==> src/rtl/mtfq_pkg.sv <==
`default_nettype none
// ----------------------------------------------------------------------------
// Move-to-front queue package
// Field widths, command and error codes and microcode word layout shared by
// the sequencer and the datapath, and the microprogram read-only table.
// ----------------------------------------------------------------------------
package mtfq_pkg;

    // Fixed field widths of the command and result words.
    localparam int CMD_W  = 2;
    localparam int DATA_W = 32;
    localparam int POS_W  = 5;
    localparam int CNT_W  = 5;
    localparam int ERR_W  = 2;

    // Defaults for the top-level parameters.
    localparam int DEF_DEPTH      = 16;
    localparam int DEF_DATA_WIDTH = 32;

    typedef enum logic [CMD_W-1:0] {
        CMD_ENQ = 2'd0,
        CMD_DEQ = 2'd1,
        CMD_REV = 2'd2,
        CMD_MTF = 2'd3
    } t_cmd;

    typedef enum logic [ERR_W-1:0] {
        ERR_OK    = 2'd0,
        ERR_EMPTY = 2'd1,
        ERR_FULL  = 2'd2,
        ERR_POS   = 2'd3
    } t_err;

    // Microprogram addresses.
    typedef logic [3:0] t_upc;
    localparam t_upc UA_IDLE = 4'd0;
    localparam t_upc UA_DISP = 4'd1;
    localparam t_upc UA_ENQ  = 4'd2;
    localparam t_upc UA_DEQ  = 4'd3;
    localparam t_upc UA_DEQ2 = 4'd4;
    localparam t_upc UA_REV  = 4'd5;
    localparam t_upc UA_MTF0 = 4'd6;
    localparam t_upc UA_MTFL = 4'd7;
    localparam t_upc UA_MTFE = 4'd8;
    localparam t_upc UA_RES  = 4'd9;

    typedef enum logic [2:0] {
        JMP_GOTO     = 3'd0,
        JMP_WAIT_IN  = 3'd1,
        JMP_WAIT_OUT = 3'd2,
        JMP_LOOP     = 3'd3,
        JMP_DISPATCH = 3'd4
    } t_jmp;

    typedef enum logic [1:0] {
        WA_ZERO = 2'd0,
        WA_OCC  = 2'd1,
        WA_I    = 2'd2
    } t_wa;

    typedef enum logic {
        RA_ZERO = 1'b0,
        RA_I1   = 1'b1
    } t_ra;

    typedef enum logic [1:0] {
        IOP_HOLD = 2'd0,
        IOP_CLR  = 2'd1,
        IOP_INC  = 2'd2
    } t_iop;

    typedef enum logic [1:0] {
        HOP_HOLD = 2'd0,
        HOP_DEQ  = 2'd1,
        HOP_REV  = 2'd2
    } t_hop;

    typedef enum logic [1:0] {
        OOP_HOLD = 2'd0,
        OOP_INC  = 2'd1,
        OOP_DEC  = 2'd2
    } t_oop;

    // One control word of the microprogram.
    typedef struct packed {
        logic in_ready;
        logic res_init;
        logic res_load;
        logic dout_cap;
        t_wa  wa_sel;
        t_ra  ra_sel;
        logic wr_en;
        logic wd_carry;
        logic carry_cap;
        t_iop i_op;
        t_hop head_op;
        t_oop occ_op;
        logic rev_flip;
        t_jmp jmp;
        t_upc target;
    } t_uop;

    // Status returned from the datapath to the sequencer.
    typedef struct packed {
        logic in_valid;
        logic out_free;
        logic err;
        t_cmd cmd;
        logic last;
    } t_stat;

    // Microprogram table.
    function automatic t_uop uop_rom(input t_upc a);
        t_uop w;
        w = '0;
        unique case (a)
            UA_IDLE: begin
                w.in_ready = 1'b1;
                w.jmp      = JMP_WAIT_IN;
                w.target   = UA_DISP;
            end
            UA_DISP: begin
                w.res_init = 1'b1;
                w.i_op     = IOP_CLR;
                w.jmp      = JMP_DISPATCH;
            end
            UA_ENQ: begin
                w.wa_sel = WA_OCC;
                w.wr_en  = 1'b1;
                w.occ_op = OOP_INC;
                w.target = UA_RES;
            end
            UA_DEQ: begin
                w.ra_sel = RA_ZERO;
                w.target = UA_DEQ2;
            end
            UA_DEQ2: begin
                w.dout_cap = 1'b1;
                w.head_op  = HOP_DEQ;
                w.occ_op   = OOP_DEC;
                w.target   = UA_RES;
            end
            UA_REV: begin
                w.head_op  = HOP_REV;
                w.rev_flip = 1'b1;
                w.target   = UA_RES;
            end
            UA_MTF0: begin
                w.ra_sel = RA_ZERO;
                w.target = UA_MTFL;
            end
            UA_MTFL: begin
                w.wa_sel    = WA_I;
                w.wr_en     = 1'b1;
                w.wd_carry  = 1'b1;
                w.carry_cap = 1'b1;
                w.ra_sel    = RA_I1;
                w.i_op      = IOP_INC;
                w.jmp       = JMP_LOOP;
                w.target    = UA_MTFE;
            end
            UA_MTFE: begin
                w.wa_sel   = WA_ZERO;
                w.wr_en    = 1'b1;
                w.wd_carry = 1'b1;
                w.target   = UA_RES;
            end
            UA_RES: begin
                w.res_load = 1'b1;
                w.jmp      = JMP_WAIT_OUT;
                w.target   = UA_IDLE;
            end
            default: begin
                w.target = UA_IDLE;
            end
        endcase
        return w;
    endfunction

endpackage
`default_nettype wire

==> src/rtl/mtfq_in_if.sv <==
`default_nettype none
// ----------------------------------------------------------------------------
// Move-to-front queue command channel
// Valid/ready channel carrying one command word.
// ----------------------------------------------------------------------------
interface mtfq_in_if;
    import mtfq_pkg::*;

    logic              valid;
    logic              ready;
    logic [CMD_W-1:0]  command;
    logic [DATA_W-1:0] data_in;
    logic [POS_W-1:0]  position;

    modport source (output valid, command, data_in, position, input ready);
    modport sink   (input valid, command, data_in, position, output ready);
endinterface
`default_nettype wire

==> src/rtl/mtfq_out_if.sv <==
`default_nettype none
// ----------------------------------------------------------------------------
// Move-to-front queue result channel
// Valid/ready channel carrying one result word.
// ----------------------------------------------------------------------------
interface mtfq_out_if;
    import mtfq_pkg::*;

    logic              valid;
    logic              ready;
    logic [DATA_W-1:0] data_out;
    logic              data_valid;
    logic [CNT_W-1:0]  entry_count;
    logic              is_empty;
    logic [ERR_W-1:0]  error_code;

    modport source (output valid, data_out, data_valid, entry_count, is_empty,
                    error_code, input ready);
    modport sink   (input valid, data_out, data_valid, entry_count, is_empty,
                    error_code, output ready);
endinterface
`default_nettype wire

==> src/rtl/mtfq_ram.sv <==
`default_nettype none
// ----------------------------------------------------------------------------
// Generic simple dual-port RAM
// One write port and one read port, read data registered.
// ----------------------------------------------------------------------------
module mtfq_ram #(
    parameter int WIDTH = 32,
    parameter int DEPTH = 16
) (
    input  wire logic                     i_clk,
    input  wire logic                     i_we,
    input  wire logic [$clog2(DEPTH)-1:0] i_waddr,
    input  wire logic [WIDTH-1:0]         i_wdata,
    input  wire logic [$clog2(DEPTH)-1:0] i_raddr,
    output logic      [WIDTH-1:0]         o_rdata
);

    logic [WIDTH-1:0] r_mem [DEPTH];

    // Write and registered read.
    always_ff @(posedge i_clk) begin
        if (i_we) begin
            r_mem[i_waddr] <= i_wdata;
        end
        o_rdata <= r_mem[i_raddr];
    end

endmodule
`default_nettype wire

==> src/rtl/mtfq_useq.sv <==
`default_nettype none
// ----------------------------------------------------------------------------
// Move-to-front queue microsequencer
// Step counter, microprogram table and jump logic.
// ----------------------------------------------------------------------------
module mtfq_useq (
    input  wire logic           i_clk,
    input  wire logic           i_rst_n,
    input  wire mtfq_pkg::t_stat i_stat,
    output mtfq_pkg::t_uop      o_uop
);
    import mtfq_pkg::*;

    t_upc r_upc;
    t_upc n_upc;
    t_uop w_uop;

    // Current control word.
    always_comb begin
        w_uop = uop_rom(r_upc);
    end

    assign o_uop = w_uop;

    // Next step address.
    always_comb begin
        n_upc = r_upc;
        unique case (w_uop.jmp)
            JMP_GOTO:     n_upc = w_uop.target;
            JMP_WAIT_IN:  n_upc = i_stat.in_valid ? w_uop.target : r_upc;
            JMP_WAIT_OUT: n_upc = i_stat.out_free ? w_uop.target : r_upc;
            JMP_LOOP:     n_upc = i_stat.last ? w_uop.target : r_upc;
            JMP_DISPATCH: begin
                if (i_stat.err) begin
                    n_upc = UA_RES;
                end else begin
                    unique case (i_stat.cmd)
                        CMD_ENQ: n_upc = UA_ENQ;
                        CMD_DEQ: n_upc = UA_DEQ;
                        CMD_REV: n_upc = UA_REV;
                        CMD_MTF: n_upc = UA_MTF0;
                        default: n_upc = UA_RES;
                    endcase
                end
            end
            default:      n_upc = UA_IDLE;
        endcase
    end

    // Step counter.
    always_ff @(posedge i_clk) begin
        if (!i_rst_n) begin
            r_upc <= UA_IDLE;
        end else begin
            r_upc <= n_upc;
        end
    end

endmodule
`default_nettype wire

==> src/rtl/mtfq_dpath.sv <==
`default_nettype none
// ----------------------------------------------------------------------------
// Move-to-front queue datapath
// Circular entry store, head, count and direction registers, the move
// carry register, command latch and result register, all driven by the
// current control word.
// ----------------------------------------------------------------------------
module mtfq_dpath #(
    parameter int DEPTH      = mtfq_pkg::DEF_DEPTH,
    parameter int DATA_WIDTH = mtfq_pkg::DEF_DATA_WIDTH
) (
    input  wire logic           i_clk,
    input  wire logic           i_rst_n,
    input  wire mtfq_pkg::t_uop i_uop,
    output mtfq_pkg::t_stat     o_stat,
    mtfq_in_if.sink             i_cmd,
    mtfq_out_if.source          o_res
);
    import mtfq_pkg::*;

    localparam int IW = $clog2(DEPTH);
    localparam int OW = $clog2(DEPTH + 1);
    localparam int SW = (DATA_WIDTH < DATA_W) ? DATA_WIDTH : DATA_W;
    localparam int CW = (OW > POS_W) ? OW : POS_W;

    // Physical index of a logical position counted from the head.
    function automatic logic [IW-1:0] phys(input logic [IW-1:0] h,
                                           input logic [IW-1:0] p,
                                           input logic          rv);
        logic [IW:0] s;
        logic [IW:0] dep;
        dep = (IW+1)'(DEPTH);
        if (!rv) begin
            s = {1'b0, h} + {1'b0, p};
            if (s >= dep) begin
                s = s - dep;
            end
        end else if (h >= p) begin
            s = {1'b0, h} - {1'b0, p};
        end else begin
            s = {1'b0, h} + dep - {1'b0, p};
        end
        return s[IW-1:0];
    endfunction

    logic [IW-1:0] r_head, n_head;
    logic [OW-1:0] r_occ, n_occ;
    logic          r_rev, n_rev;
    logic [IW-1:0] r_i, n_i;
    logic [SW-1:0] r_carry;

    t_cmd          r_cmd;
    logic [SW-1:0] r_din;
    logic [POS_W-1:0] r_pos;

    logic [SW-1:0] r_dout;
    logic          r_dvalid;
    t_err          r_err;

    logic              r_ovalid;
    logic [DATA_W-1:0] r_odata;
    logic              r_odv;
    logic [CNT_W-1:0]  r_ocnt;
    logic              r_oempty;
    t_err              r_oerr;

    logic          w_accept;
    logic          w_out_free;
    t_err          w_err;
    logic          w_last;
    logic [IW-1:0] w_occ_idx;
    logic [IW-1:0] w_occ_m1;
    logic [IW-1:0] w_waddr;
    logic [IW-1:0] w_raddr;
    logic [SW-1:0] w_wdata;
    logic [SW-1:0] w_rdata;

    assign w_accept   = i_cmd.valid && i_cmd.ready;
    assign w_out_free = !r_ovalid || o_res.ready;
    assign w_occ_idx  = IW'(r_occ);
    assign w_occ_m1   = IW'(r_occ - OW'(1));
    assign w_last     = (CW'(r_i) == (CW'(r_pos) - CW'(1)));

    // Error check on the latched command against the current state.
    always_comb begin
        w_err = ERR_OK;
        unique case (r_cmd)
            CMD_ENQ: if (CW'(r_occ) >= CW'(DEPTH)) w_err = ERR_FULL;
            CMD_DEQ: if (r_occ == '0) w_err = ERR_EMPTY;
            CMD_MTF: begin
                if ((r_pos == '0) || (CW'(r_pos) > CW'(r_occ))) begin
                    w_err = ERR_POS;
                end
            end
            default: w_err = ERR_OK;
        endcase
    end

    assign o_stat.in_valid = i_cmd.valid;
    assign o_stat.out_free = w_out_free;
    assign o_stat.err      = (w_err != ERR_OK);
    assign o_stat.cmd      = r_cmd;
    assign o_stat.last     = w_last;

    assign i_cmd.ready = i_uop.in_ready;

    // Entry store addressing.
    always_comb begin
        unique case (i_uop.wa_sel)
            WA_OCC:  w_waddr = phys(r_head, w_occ_idx, r_rev);
            WA_I:    w_waddr = phys(r_head, r_i, r_rev);
            default: w_waddr = r_head;
        endcase
        unique case (i_uop.ra_sel)
            RA_I1:   w_raddr = phys(r_head, r_i + IW'(1), r_rev);
            default: w_raddr = r_head;
        endcase
        w_wdata = i_uop.wd_carry ? r_carry : r_din;
    end

    mtfq_ram #(
        .WIDTH (SW),
        .DEPTH (DEPTH)
    ) u_ram (
        .i_clk   (i_clk),
        .i_we    (i_uop.wr_en),
        .i_waddr (w_waddr),
        .i_wdata (w_wdata),
        .i_raddr (w_raddr),
        .o_rdata (w_rdata)
    );

    // Next values of the queue state.
    always_comb begin
        n_head = r_head;
        n_occ  = r_occ;
        n_rev  = r_rev ^ i_uop.rev_flip;
        n_i    = r_i;
        unique case (i_uop.head_op)
            HOP_DEQ: n_head = phys(r_head, IW'(1), r_rev);
            HOP_REV: if (r_occ != '0) n_head = phys(r_head, w_occ_m1, r_rev);
            default: n_head = r_head;
        endcase
        unique case (i_uop.occ_op)
            OOP_INC: n_occ = r_occ + OW'(1);
            OOP_DEC: n_occ = r_occ - OW'(1);
            default: n_occ = r_occ;
        endcase
        unique case (i_uop.i_op)
            IOP_CLR: n_i = '0;
            IOP_INC: n_i = r_i + IW'(1);
            default: n_i = r_i;
        endcase
    end

    // Control state.
    always_ff @(posedge i_clk) begin
        if (!i_rst_n) begin
            r_head   <= '0;
            r_occ    <= '0;
            r_rev    <= 1'b0;
            r_ovalid <= 1'b0;
        end else begin
            r_head <= n_head;
            r_occ  <= n_occ;
            r_rev  <= n_rev;
            if (i_uop.res_load && w_out_free) begin
                r_ovalid <= 1'b1;
            end else if (o_res.ready) begin
                r_ovalid <= 1'b0;
            end
        end
    end

    // Payload registers: command latch, move carry and result word.
    always_ff @(posedge i_clk) begin
        r_i <= n_i;
        if (w_accept) begin
            r_cmd <= t_cmd'(i_cmd.command);
            r_din <= i_cmd.data_in[SW-1:0];
            r_pos <= i_cmd.position;
        end
        if (i_uop.carry_cap) begin
            r_carry <= w_rdata;
        end
        if (i_uop.res_init) begin
            r_dout   <= '0;
            r_dvalid <= 1'b0;
            r_err    <= w_err;
        end else if (i_uop.dout_cap) begin
            r_dout   <= w_rdata;
            r_dvalid <= 1'b1;
        end
        if (i_uop.res_load && w_out_free) begin
            r_odata  <= DATA_W'(r_dout);
            r_odv    <= r_dvalid;
            r_ocnt   <= CNT_W'(r_occ);
            r_oempty <= (r_occ == '0);
            r_oerr   <= r_err;
        end
    end

    assign o_res.valid       = r_ovalid;
    assign o_res.data_out    = r_odata;
    assign o_res.data_valid  = r_odv;
    assign o_res.entry_count = r_ocnt;
    assign o_res.is_empty    = r_oempty;
    assign o_res.error_code  = r_oerr;

endmodule
`default_nettype wire

==> src/rtl/move_to_front_queue.sv <==
`default_nettype none
// ----------------------------------------------------------------------------
// Move-to-front queue
// Bounded ordered queue with enqueue, dequeue, reverse and move-to-front,
// run by a microprogrammed sequencer over a single-port-pair entry store.
// ----------------------------------------------------------------------------
// Usage:
// Commands arrive as words on i_cmd (command, data_in, position); each
// command gives exactly one result word on o_res (data_out, data_valid,
// entry_count, is_empty, error_code). Commands are handled one at a time:
// i_cmd.ready is high only while the sequencer waits for a command.
// After acceptance the sequencer checks the command and dispatches it; an
// erroneous command goes straight to the result step. The next command is
// accepted only once the result has been loaded into the output register.
// Move-to-front shifts one entry back per cycle through the entry store's
// single read and single write port.
// The result sits in an output register; the sequencer may load the next
// result as soon as that register is taken. While the receiver stalls, the
// sequencer holds in its result step and takes no new command.
// Reset (synchronous, active low) empties the queue, clears the direction
// and drops any pending result; the store contents need no clearing.
// ----------------------------------------------------------------------------
module move_to_front_queue #(
    parameter int DEPTH      = mtfq_pkg::DEF_DEPTH,
    parameter int DATA_WIDTH = mtfq_pkg::DEF_DATA_WIDTH
) (
    input  wire logic  i_clk,
    input  wire logic  i_rst_n,
    mtfq_in_if.sink    i_cmd,
    mtfq_out_if.source o_res
);
    import mtfq_pkg::*;

    t_uop  w_uop;
    t_stat w_stat;

    // Microsequencer.
    mtfq_useq u_useq (
        .i_clk   (i_clk),
        .i_rst_n (i_rst_n),
        .i_stat  (w_stat),
        .o_uop   (w_uop)
    );

    // Datapath.
    mtfq_dpath #(
        .DEPTH      (DEPTH),
        .DATA_WIDTH (DATA_WIDTH)
    ) u_dpath (
        .i_clk   (i_clk),
        .i_rst_n (i_rst_n),
        .i_uop   (w_uop),
        .o_stat  (w_stat),
        .i_cmd   (i_cmd),
        .o_res   (o_res)
    );

`ifndef SYNTHESIS
    // One command at a time: ready drops after an acceptance.
    a_one_at_a_time: assert property (@(posedge i_clk) disable iff (!i_rst_n)
        (i_cmd.valid && i_cmd.ready) |=> !i_cmd.ready)
        else $error("command accepted while another is in progress");

    // A dequeued word is only reported for a successful command.
    a_data_ok: assert property (@(posedge i_clk) disable iff (!i_rst_n)
        (o_res.valid && o_res.data_valid) |-> (o_res.error_code == ERR_OK))
        else $error("data word reported with an error code");

    // Reset drops any pending result.
    a_reset_clears: assert property (@(posedge i_clk)
        !i_rst_n |=> !o_res.valid)
        else $error("result valid after reset");
`endif

endmodule
`default_nettype wire
==> src/flat_wrapper.sv <==
// flat-port wrapper written by rule: the top's interface ports become plain ports
module move_to_front_queue_flat import mtfq_pkg::*;
#(
    parameter int DEPTH      = mtfq_pkg::DEF_DEPTH,
    parameter int DATA_WIDTH = mtfq_pkg::DEF_DATA_WIDTH
)
  (i_clk, i_rst_n, i_cmd_valid, i_cmd_command, i_cmd_data_in, i_cmd_position, i_cmd_ready, o_res_valid, o_res_data_out, o_res_data_valid, o_res_entry_count, o_res_is_empty, o_res_error_code, o_res_ready);
  mtfq_in_if i_cmd_i ();
  mtfq_out_if o_res_i ();
  input  wire logic i_clk;
  input  wire logic i_rst_n;
  input wire logic [$bits(i_cmd_i.valid)-1:0] i_cmd_valid;
  input wire logic [$bits(i_cmd_i.command)-1:0] i_cmd_command;
  input wire logic [$bits(i_cmd_i.data_in)-1:0] i_cmd_data_in;
  input wire logic [$bits(i_cmd_i.position)-1:0] i_cmd_position;
  output wire logic [$bits(i_cmd_i.ready)-1:0] i_cmd_ready;
  output wire logic [$bits(o_res_i.valid)-1:0] o_res_valid;
  output wire logic [$bits(o_res_i.data_out)-1:0] o_res_data_out;
  output wire logic [$bits(o_res_i.data_valid)-1:0] o_res_data_valid;
  output wire logic [$bits(o_res_i.entry_count)-1:0] o_res_entry_count;
  output wire logic [$bits(o_res_i.is_empty)-1:0] o_res_is_empty;
  output wire logic [$bits(o_res_i.error_code)-1:0] o_res_error_code;
  input wire logic [$bits(o_res_i.ready)-1:0] o_res_ready;
  assign i_cmd_i.valid = i_cmd_valid;
  assign i_cmd_i.command = i_cmd_command;
  assign i_cmd_i.data_in = i_cmd_data_in;
  assign i_cmd_i.position = i_cmd_position;
  assign i_cmd_ready = i_cmd_i.ready;
  assign o_res_valid = o_res_i.valid;
  assign o_res_data_out = o_res_i.data_out;
  assign o_res_data_valid = o_res_i.data_valid;
  assign o_res_entry_count = o_res_i.entry_count;
  assign o_res_is_empty = o_res_i.is_empty;
  assign o_res_error_code = o_res_i.error_code;
  assign o_res_i.ready = o_res_ready;
  move_to_front_queue #(.DEPTH(DEPTH), .DATA_WIDTH(DATA_WIDTH)) u_core (.i_clk(i_clk), .i_rst_n(i_rst_n), .i_cmd(i_cmd_i), .o_res(o_res_i));
endmodule
==> config.mk <==
export PLATFORM = sky130hd
export DESIGN_NAME = move_to_front_queue_flat
export DESIGN_NICKNAME = d
export VERILOG_FILES = /design/src/rtl/mtfq_pkg.sv /design/src/rtl/mtfq_in_if.sv /design/src/rtl/mtfq_out_if.sv /design/src/rtl/mtfq_ram.sv /design/src/rtl/mtfq_useq.sv /design/src/rtl/mtfq_dpath.sv /design/src/rtl/move_to_front_queue.sv /design/src/flat_wrapper.sv
export SDC_FILE = /design/constraint.sdc
export NUM_CORES = 1
export LEC_CHECK = 0
export BUFFER_PORTS_ARGS = -buffer_cell sky130_fd_sc_hd__clkbuf_2
export CAP_MARGIN = 20
export CELL_PAD_IN_SITES_DETAIL_PLACEMENT = 1
export CELL_PAD_IN_SITES_GLOBAL_PLACEMENT = 2
export CORE_MARGIN = 2
export CORE_UTILIZATION = 40
export CTS_CLUSTER_DIAMETER = 40
export CTS_CLUSTER_SIZE = 40
export DETAILED_ROUTE_END_ITERATION = 6
export PLACE_DENSITY = 0.81
export SLEW_MARGIN = 20
export SYNTH_ARGS = -nofsm -noshare
export SYNTH_HDL_FRONTEND = slang
export SYNTH_SLANG_ARGS = --single-unit
export TNS_END_PERCENT = 10
==> constraint.sdc <==
create_clock -name i_clk -period 5.25 [get_ports i_clk]
set_input_delay 0.525 -clock i_clk [delete_from_list [all_inputs] [get_ports i_clk]]
set_output_delay 0.525 -clock i_clk [all_outputs]
set_load 0.01 [all_outputs]
==> results of run 1 <==
kinds of logic (layout without fill, tap and decap cells):
kind of cell	count (synthesis)	in the layout	synth area share
compound gates	613	613	0.135
xor+xnor	24	24	0.00955
fa+ha+maj	33	33	0.0154
buf+inv	161	360	0.0265
flops	710	710	0.725
mux	46	46	0.0186
other cells	0	1	0
simple gates	462	462	0.0691
per-layer routing:
layer,routed length (microns),part of all wire,up-vias
met2,38800,0.49,566
met1,33800,0.43,9237
met5,9,0.00011,-
met3,4820,0.061,112
met4,1560,0.020,2
li1,-,-,7961
power breakdown:
| part | internal, mW | switching [mW] |
|---|---|---|
| Combinational | 1.09 | 2.43 |
| Clock | 3.68 | 2.72 |
| Sequential | 7.29 | 0.280 |
cell usage after synthesis (3+ instances only):
cell	count	area [sq um]
a211o_1	4	35.0
a21boi_0	5	37.5
a21o_1	3	22.5
a21oi_1	304	1520
a22o_1	96	841
a22oi_1	33	248
and2_1	5	31.3
and3_1	5	31.3
buf_1	3	11.3
buf_2	67	335
buf_4	5	37.5
buf_6	5	56.3
clkbuf_1	53	199
dfxtp_1	80	1600
edfxtp_1	630	18900
fa_1	3	60.1
ha_1	30	375
inv_1	25	93.8
mux2_2	34	383
mux2i_1	9	90.1
nand2_1	342	1280
nand2b_1	13	81.3
nand3_1	8	40.0
nand4_1	3	18.8
nor2_1	40	150
nor2b_1	12	75.1
nor3_1	12	60.1
nor4b_1	4	35.0
o2111a_1	31	349
o21a_1	4	30.0
o21ai_0	115	576
or3_1	3	18.8
xnor2_1	15	131
xor2_1	4	35.0
state kept, by name (all words and copies together) (netlist names), 2 cells and up:
signal and flops:
u_core.u_dpath.r_head 4, u_core.u_dpath.r_occ 5, u_core.u_dpath.r_din 32, u_core.u_dpath.r_i 4
u_core.u_dpath.r_carry 32, u_core.u_dpath.o_res.entry_count 5, u_core.u_dpath.o_res.data_out 32, u_core.u_dpath.u_ram.o_rdata 32
u_core.u_dpath.o_res.error_code 2, u_core.u_useq.r_upc 4, u_core.u_dpath.r_pos 5, u_core.u_dpath.r_dout 32
u_core.u_dpath.r_err 2, u_core.u_dpath.u_ram.r_mem 512, u_core.u_dpath.r_cmd 2
worst max path at each step:
stage,startpoint,end
2_1_floorplan,u_core.u_useq.r_upc[3],u_core.u_dpath.u_ram.r_mem[15][0]
3_3_place_gp,u_core.u_useq.r_upc[3],u_core.u_dpath.u_ram.r_mem[9][12]
3_5_place_dp,u_core.u_useq.r_upc[3],u_core.u_dpath.u_ram.r_mem[12][14]
4_1_cts,u_core.u_useq.r_upc[3],u_core.u_dpath.u_ram.r_mem[12][9]
5_1_grt,u_core.u_useq.r_upc[3],u_core.u_dpath.u_ram.r_mem[10][22]
6_report,u_core.u_useq.r_upc[3],u_core.u_dpath.u_ram.r_mem[10][22]
final cells by class:
type	instances	area, sq um
repair buffers	157	1290
clock inverters	72	795
inverters	28	110
diodes	1	2.50
flip-flops and latches	710	20500
well taps	940	1180
clock buffers	103	2390
fillers	6895	36500
multi-input cells	1178	7200
through the flow:
stage / instance area, sq um / utilization / cells / hold WS [ns]
finish: 33500 / 0.478 / 3189 / 0.0504
global route: 33500 / 0.478 / 3188 / 0.0431
CTS: 33400 / 0.476 / 3183 / 0.0184
detailed placement: 30200 / 0.431 / 3008 / 0.412
global placement: 30100 / 0.430 / 3006 / 0.405
floorplan: 28300 / - / 2049 / 0.400
==> impl_metrics.yaml, run 1 <==
outcome:
  outcome: "finished, final reports clean"
synthesis:
  ys_types: 64
  ys_ff_latch: 710
  async_flop_share: 0
  synth_edf_count: 630
  yosys_warnings: 0
  synthCells: 2049
  ys_seq_area_frac: 0.725
  synth_nets: 2125
  avgSynthCellArea_sq_um: 13.8
  synth.cell_area_sq_um: 28300
  synth_top_flop_cell: "edfxtp_1"
clocking:
  h-tree-depth: 3
  numCtsBuffers: 93
  clock_path_buffers: 3
  cts_resized: 0
  clock_latency_ns: 0.67
  clk_pin_slew_ns: 0.06
  cts_tree: "built"
  post_cts_buffers: 0
  cts-root-buf: "clkbuf_16"
  cts-hold-fix-buffers: 0
  cts_sinks: 710
timing:
  maxSlewViolCount: 0
  finalSetupViolations: 0
  finalHoldViolations: 0
  skew_ns: 0.0303
  timing.final.ws_setup_ns: 0.493
  fin_setup_tns_ns: 0
  fmax_mhz: 210
  rsz0062_at_grt: "false"
  tightestPinTransition_ns: 1.08
  period_share: 0.906
  finalCriticalPeriod_ns: 4.76
  slew_headroom: 0.281
critical_path:
  cp_slowest_stage_delay_ns: 0.92
  r2r_slack_ns: 0.49
  cp_top_family: "simple AND/OR/NAND/NOR gates"
  path_cells: "nor2b_4 -> nand3_4 -> clkinv_4 -> ha_1 -> mux4_2 -> inv_1 -> ha_1 -> nor2b_1 -> o21a_1 -> or4_1 -> a21boi_0 -> a2111oi_2 -> nand2b_1 -> nor2_4"
  critical_path_arrival_ns: 5.03
  critPathBufInv: 2
  r2r-end: "u_core.u_dpath.u_ram.r_mem[10][22]"
  worst_r2r_startpoint: "u_core.u_useq.r_upc[3]"
  cpMostUsedCell: "ha_1"
  path_class: "reg -> reg"
  crit_cells: 14
  cp_max_fo: 32
  slowest_stage: "nor2_4"
  worstSetupEndpointType: "flip-flop"
  r2r_cells: 14
  crit_required_ns: 5.52
  startpoint_type: "flip-flop"
die:
  die_area_sq_um: 72900
  start_util: 0.404
  io_pins: 86
  die_h_microns: 270
  rows: 97
  core_area_sq_um: 70000
  fp.dieW_microns: 270
place:
  post-place-ws_ns: 0.413
  finalWeightedCongestion: 0.836
  dp_hpwl_mm: 48.6
  numPortBuffers: 85
global_route:
  antenna_found_initial: 3
  grt_pass1_vias: 18800
  overflow: 0
  busiest_layer: "met2"
  grt_use_total: 0.214
  grt_pass1_wl_mm: 118
  grt_util_met3: 0.0340
  grt_max_degree: 101
  grt_use_met1: 0.288
  grt_use_met2: 0.360
route:
  routedWlPerCell_microns: 24.7
  ant_nets: 0
  vias_per_cell: 5.61
  drc: 0
  vias: 17900
  first_pass_iters: 5
  first_iter_violations: 1603
  finalWirelength_mm: 78.9
min_path:
  hold_depth: 1
  hold_path_end: "u_core.u_dpath.r_din[30]"
  hold_path.class: "in -> reg"
  min-delay-start: "i_cmd_data_in[30]"
power_and_ir_drop:
  leakage_nw: 12.2
  irDropWorstVdd_mv: 0.261
  power_per_cell_area_nw_per_um2: 522
  finalPower_mw: 17.5
layout:
  layout_commonest_cell: "edfxtp_1"
  area_delta_synth_final_pct: 18.4
  layout_common_cells: "630 x edfxtp_1, 342 x nand2_1, 302 x a21oi_1, 115 x o21ai_0, 96 x a22o_1"
  drive_above_1_share: 0.176
  layout.nets: 2244
job:
  maxCapViolations: 0
Note: power is estimated with default switching activity, not from simulation.
==> inputs of run 2 (changes only) <==
--- a/config.mk
+++ b/config.mk
@@ -10,11 +10,11 @@
 export CELL_PAD_IN_SITES_DETAIL_PLACEMENT = 1
 export CELL_PAD_IN_SITES_GLOBAL_PLACEMENT = 2
 export CORE_MARGIN = 2
-export CORE_UTILIZATION = 40
+export CORE_UTILIZATION = 45
 export CTS_CLUSTER_DIAMETER = 40
 export CTS_CLUSTER_SIZE = 40
 export DETAILED_ROUTE_END_ITERATION = 6
-export PLACE_DENSITY = 0.81
+export PLACE_DENSITY = 0.85
 export SLEW_MARGIN = 20
 export SYNTH_ARGS = -nofsm -noshare
 export SYNTH_HDL_FRONTEND = slang
==> constraint.sdc (replaced) <==
create_clock -name i_clk -period 5 [get_ports i_clk]
set_input_delay 0.5 -clock i_clk [delete_from_list [all_inputs] [get_ports i_clk]]
set_output_delay 0.5 -clock i_clk [all_outputs]
set_load 0.01 [all_outputs]
==> run 2 against run 1 <==
Worst setup slack worse by 0.16 ns. Sequential share of layout area increased by 0.35 points. Critical endpoint is now u_core.u_dpath.u_ram.r_mem[11][3]. Clock power increased by 4.5%. Non-clock buffer count down 1. Critical path depth did not move. Wire length is 1.5% higher. Largest cell class unchanged.
==> impl_metrics.yaml, run 2 (same netlist as run 1, synthesis figures left out) <==
layout:
  drive_above_1_share: 0.182
  regMostFlops: "u_core.u_dpath.u_ram.r_mem"
  area_delta_synth_final_pct: 17.7
  n_antenna_cell: 0
  layout.nets: 2248
  layout_common_cells: "630 x edfxtp_1, 342 x nand2_1, 302 x a21oi_1, 115 x o21ai_0, 102 x clkbuf_16"
  stdcell_area_sq_um: 33300
  layout_commonest_cell: "edfxtp_1"
  largest_register_ffs: 512
  finalCoreUtilization: 0.537
power_and_ir_drop:
  p_clk_frac: 0.365
  internal_power_mw: 12.7
  power.switching_mw: 5.64
  irDropWorstVdd_mv: 0.260
  leakage_nw: 12.1
  switching_share: 0.308
  pwr-share-seq: 0.435
  combPwrFrac: 0.200
  power_per_cell_area_nw_per_um2: 550
global_route:
  grt_pass1_wl_mm: 119
  grt_pass1_vias: 18900
  grt_max_degree: 86
  grt_use_total: 0.247
  overflow: 0
  antenna_found_initial: 2
die:
  rows: 91
  fp.dieW_microns: 255
  core_area_sq_um: 61900
  die_h_microns: 255
  start_util: 0.457
  io_pins: 86
  die_area_sq_um: 64900
timing:
  period_share: 0.934
  rsz0062_at_grt: "false"
  finalHoldViolations: 0
  finalCriticalPeriod_ns: 4.67
  finalSetupViolations: 0
  hold_ws_ns: 0.0347
  tightestPinTransition_ns: 1.14
  slew_headroom: 0.239
  maxSlewViolCount: 0
  fmax_mhz: 214
  skew_ns: 0.0254
route:
  routedWlPerCell_microns: 25.9
  finalWirelength_mm: 80.1
  ant_nets: 0
  first_pass_iters: 6
  vias: 18200
  drc: 0
  first_iter_violations: 1449
  vias_per_cell: 5.88
clocking:
  post_cts_buffers: 0
  cts-hold-fix-buffers: 0
  clk_pin_slew_ns: 0.06
  clock_path_buffers: 3
  numCtsBuffers: 98
  h-tree-depth: 3
  cts-root-buf: "clkbuf_16"
  cts_sinks: 710
  clock_latency_ns: 0.64
  cts_tree: "built"
  cts_resized: 0
min_path:
  hold_path_end: "u_core.u_dpath.r_din[14]"
  hold_depth: 1
  min-delay-start: "i_cmd_data_in[14]"
  hold_path.class: "in -> reg"
critical_path:
  critical_path_arrival_ns: 4.92
  startpoint_type: "flip-flop"
  worstSetupEndpointType: "flip-flop"
  cp_max_fo: 32
  worst_r2r_startpoint: "u_core.u_useq.r_upc[3]"
  crit_required_ns: 5.24
  r2r-end: "u_core.u_dpath.u_ram.r_mem[11][3]"
  r2r_cells: 14
  path_class: "reg -> reg"
  r2r_slack_ns: 0.33
job:
  maxCapViolations: 0
outcome:
  outcome: "finished, final reports clean"
place:
  numPortBuffers: 85
  dp_hpwl_mm: 48.2
  dpl_cell_area_sq_um: 29900
  finalWeightedCongestion: 0.825
run 2: stage by stage:
step	setup TNS (ns)	power (mW)	cells	setup slack [ns]
final	0	18.3	3092	0.330
after global routing	0	19.0	3092	0.0473
after CTS	0	18.4	3085	0.185
after detailed placement	0	11.7	2902	0.217
after global placement	0	11.5	2902	0.303
after floorplan	-140.70	10.2	2049	-0.472
run 2: final cells by class:
class | count | area [sq um]
Clock buffer | 108 | 2610
Clock inverter | 75 | 604
Fill cell | 6024 | 28700
Inverter | 28 | 110
Multi-Input combinational cell | 1178 | 7220
Sequential cell | 710 | 20500
Tap cell | 837 | 1050
Timing Repair Buffer | 156 | 1190
run 2: power groups by stage:
stage / registers, mW / logic, mW / clock network [mW]
6_report: 7.95 / 3.67 / 6.68
5_1_grt: 8.00 / 3.95 / 7.00
4_1_cts: 7.95 / 3.67 / 6.77
3_5_place_dp: 8.06 / 3.62 / 0
3_3_place_gp: 8.03 / 3.47 / 0
2_1_floorplan: 7.96 / 2.19 / 0
run 2: per-layer routing:
layer  share of wire  vias up  GRT usage
met2            0.50      631      0.413
met1            0.42     9459      0.329
met4           0.025        0     0.0860
met3           0.056      128     0.0366
li1                -     7961          -
met5               0        -          0
run 2: worst max-delay path, stage by stage (launching register included):
cell       delay [ns]
dfxtp_1          0.43
nor2b_4          0.25
nand3_4          0.12
clkinv_4         0.07
ha_1             0.19
mux4_2           0.51
inv_1            0.12
ha_1             0.24
nor2b_1          0.13
o21a_1           0.20
or4_1            0.41
a21boi_0         0.23
a2111oi_2        0.13
nand2b_2         0.34
nor2_4           0.91
run 2: worst max-delay path by stage:
stage,from,to,depth (start not counted)
2_1_floorplan,u_core.u_useq.r_upc[3],u_core.u_dpath.u_ram.r_mem[4][0],17
3_3_place_gp,u_core.u_useq.r_upc[3],u_core.u_dpath.u_ram.r_mem[12][9],14
3_5_place_dp,u_core.u_useq.r_upc[3],u_core.u_dpath.u_ram.r_mem[12][15],14
4_1_cts,u_core.u_useq.r_upc[3],u_core.u_dpath.u_ram.r_mem[15][5],14
5_1_grt,u_core.u_useq.r_upc[3],u_core.u_dpath.u_ram.r_mem[11][11],14
6_report,u_core.u_useq.r_upc[3],u_core.u_dpath.u_ram.r_mem[11][3],14
==> inputs of run 3 (changes only) <==
--- a/config.mk
+++ b/config.mk
@@ -9,9 +9,9 @@
 export CAP_MARGIN = 20
 export CELL_PAD_IN_SITES_DETAIL_PLACEMENT = 1
 export CELL_PAD_IN_SITES_GLOBAL_PLACEMENT = 2
+export CORE_ASPECT_RATIO = 1.5
 export CORE_MARGIN = 2
 export CORE_UTILIZATION = 45
-export CTS_CLUSTER_DIAMETER = 40
 export CTS_CLUSTER_SIZE = 40
 export DETAILED_ROUTE_END_ITERATION = 6
 export PLACE_DENSITY = 0.85
==> run 3 against run 2 <==
Worst setup slack got worse by 0.13 ns. Register-to-register slack worse by 0.13 ns. Clock power fell by 24%. Final cell count is 3.5% lower. Via count shrank 2.6%. Wire length is 2.2% lower. Critical path depth rose by 1. Power fell by 9.5%. Clock skew down 0.0077 ns. Clock-buffer cell count fell by 28. Critical path type unchanged.
==> impl_metrics.yaml, run 3 (same netlist as run 1, synthesis figures left out) <==
outcome:
  outcome: "finished, final reports clean"
critical_path:
  r2r_cells: 15
  worstSetupStartpoint: "u_core.u_useq.r_upc[3]"
  r2r_slack_ns: 0.20
  cp_max_fo: 22
  critical_path_arrival_ns: 5.03
  worst_r2r_startpoint: "u_core.u_useq.r_upc[3]"
  worstSetupEndpointType: "flip-flop"
  r2r-end: "u_core.u_dpath.u_ram.r_mem[4][6]"
  startpoint_type: "flip-flop"
  path_class: "reg -> reg"
  crit_required_ns: 5.23
route:
  first_iter_violations: 1324
  vias_per_cell: 5.93
  routedWlPerCell_microns: 26.3
  finalWirelength_mm: 78.4
  ant_nets: 0
  vias: 17700
  drc: 0
  first_pass_iters: 5
place:
  dp_hpwl_mm: 47.3
  finalWeightedCongestion: 0.794
  numPortBuffers: 85
die:
  start_util: 0.455
  core_area_sq_um: 62200
  io_pins: 86
  rows: 112
  fp.dieW_microns: 209
  die_h_microns: 311
  die_area_sq_um: 64900
global_route:
  grt_pass1_wl_mm: 118
  overflow: 0
  grt_use_total: 0.241
  grt_max_degree: 119
  antenna_found_initial: 2
  grt_pass1_vias: 19200
layout:
  drive_above_1_share: 0.151
  seqCellArea_sq_um: 20500
  layout.nets: 2212
  largest_register_ffs: 512
  area_delta_synth_final_pct: 13.6
  layout_commonest_cell: "edfxtp_1"
  fill_cells: 6132
  layout_common_cells: "630 x edfxtp_1, 342 x nand2_1, 302 x a21oi_1, 115 x o21ai_0, 96 x a22o_1"
  regMostFlops: "u_core.u_dpath.u_ram.r_mem"
  n_antenna_cell: 0
  multi_input_area_sq_um: 7220
power_and_ir_drop:
  combPwrFrac: 0.211
  power.switching_mw: 4.91
  switching_share: 0.296
  leakage_nw: 11.6
  pwr-share-seq: 0.480
  internal_power_mw: 11.7
  irDropWorstVdd_mv: 0.246
  p_clk_frac: 0.308
  power_per_cell_area_nw_per_um2: 516
timing:
  fin_setup_tns_ns: 0
  skew_ns: 0.0177
  finalSetupViolations: 0
  fmax_mhz: 208
  finalCriticalPeriod_ns: 4.80
  tightestPinTransition_ns: 1.13
  period_share: 0.960
  finalHoldViolations: 0
  slew_headroom: 0.228
  rsz0062_at_grt: "true"
  maxSlewViolCount: 0
  hold_ws_ns: 0.0737
min_path:
  hold_depth: 1
  hold_path_end: "u_core.u_dpath.r_din[13]"
  min-delay-start: "i_cmd_data_in[13]"
  hold_path.class: "in -> reg"
job:
  maxCapViolations: 0
clocking:
  post_cts_buffers: 0
  cts_tree: "built"
  clock_latency_ns: 0.60
  clk_pin_slew_ns: 0.06
  clock_path_buffers: 3
  numCtsBuffers: 67
  cts_sinks: 710
  h-tree-depth: 3
  cts-root-buf: "clkbuf_16"
[run 3: changes by cell type in the layout (fill, tap and decap cells not counted), sizes merged]
cell	before	now
clkbuf	193	165
clkinvlp	20	2
buf	71	66
inv	55	28
bufinv	0	7
clkinv	28	30
[run 3: worst max path at each step]
stage / endpoint / slack, ns / depth (start not counted)
global route: u_core.u_dpath.u_ram.r_mem[4][7] / -0.09 / 15
floorplan: u_core.u_dpath.u_ram.r_mem[4][0] / -0.47 / 17
finish: u_core.u_dpath.u_ram.r_mem[4][6] / 0.20 / 15
global placement: u_core.u_dpath.u_ram.r_mem[6][12] / 0.12 / 14
CTS: u_core.u_dpath.u_ram.r_mem[4][6] / 0.11 / 14
detailed placement: u_core.u_dpath.u_ram.r_mem[2][9] / -0.08 / 14
[run 3: repair_timing]
action,4_1_cts,5_1_grt
hold buffers,0,0
gates resized for setup,1,7
endpoints found under the setup margin,189,508
cloned,0,0
[run 3: per-stage QoR]
stage          instances  area (sq um)  worst slack, ns  power [mW]  utilization
2_1_floorplan       2049         28300           -0.472        10.2            -
3_3_place_gp        2865         29900            0.117        11.4        0.481
3_5_place_dp        2865         29900          -0.0831        11.6        0.481
4_1_cts             2984         32100            0.111        16.7        0.516
5_1_grt             2984         32100          -0.0851        17.2        0.517
6_report            2984         32100            0.200        16.6        0.517
[run 3: layout make-up]
type                    instances  share of cell area
clock buffers                  80              0.0550
inverters                      28             0.00343
multi-input cells            1178               0.225
clock inverters                39              0.0123
flip-flops and latches        710               0.639
well taps                     798              0.0311
repair buffers                151              0.0351
[run 3: power by group through the flow]
stage	clock network, mW	logic, mW	registers [mW]
2_1_floorplan	0	2.19	7.96
3_3_place_gp	0	3.33	8.05
3_5_place_dp	0	3.49	8.08
4_1_cts	5.18	3.53	7.96
5_1_grt	5.39	3.79	8.01
6_report	5.10	3.50	7.96
[run 3: routing by layer]
metal / share of wire / vias to the layer above / global-route usage
met5: 0 / - / 0
met4: 0.031 / 0 / 0.0893
met3: 0.043 / 141 / 0.0307
met2: 0.54 / 515 / 0.446
met1: 0.39 / 9218 / 0.285
li1: - / 7830 / -
[run 3: critical path, cell delays in order (launching register included)]
cell	delay [ns]
dfxtp_1	0.44
nor2b_4	0.27
nand3_4	0.20
clkinv_4	0.09
ha_1	0.30
mux4_2	0.55
inv_1	0.12
ha_1	0.23
nor2b_1	0.13
o21a_1	0.20
o21ai_0	0.14
a21boi_0	0.17
a2111oi_4	0.59
nand2b_1	0.37
nor2_4	0.20
buf_4	0.41
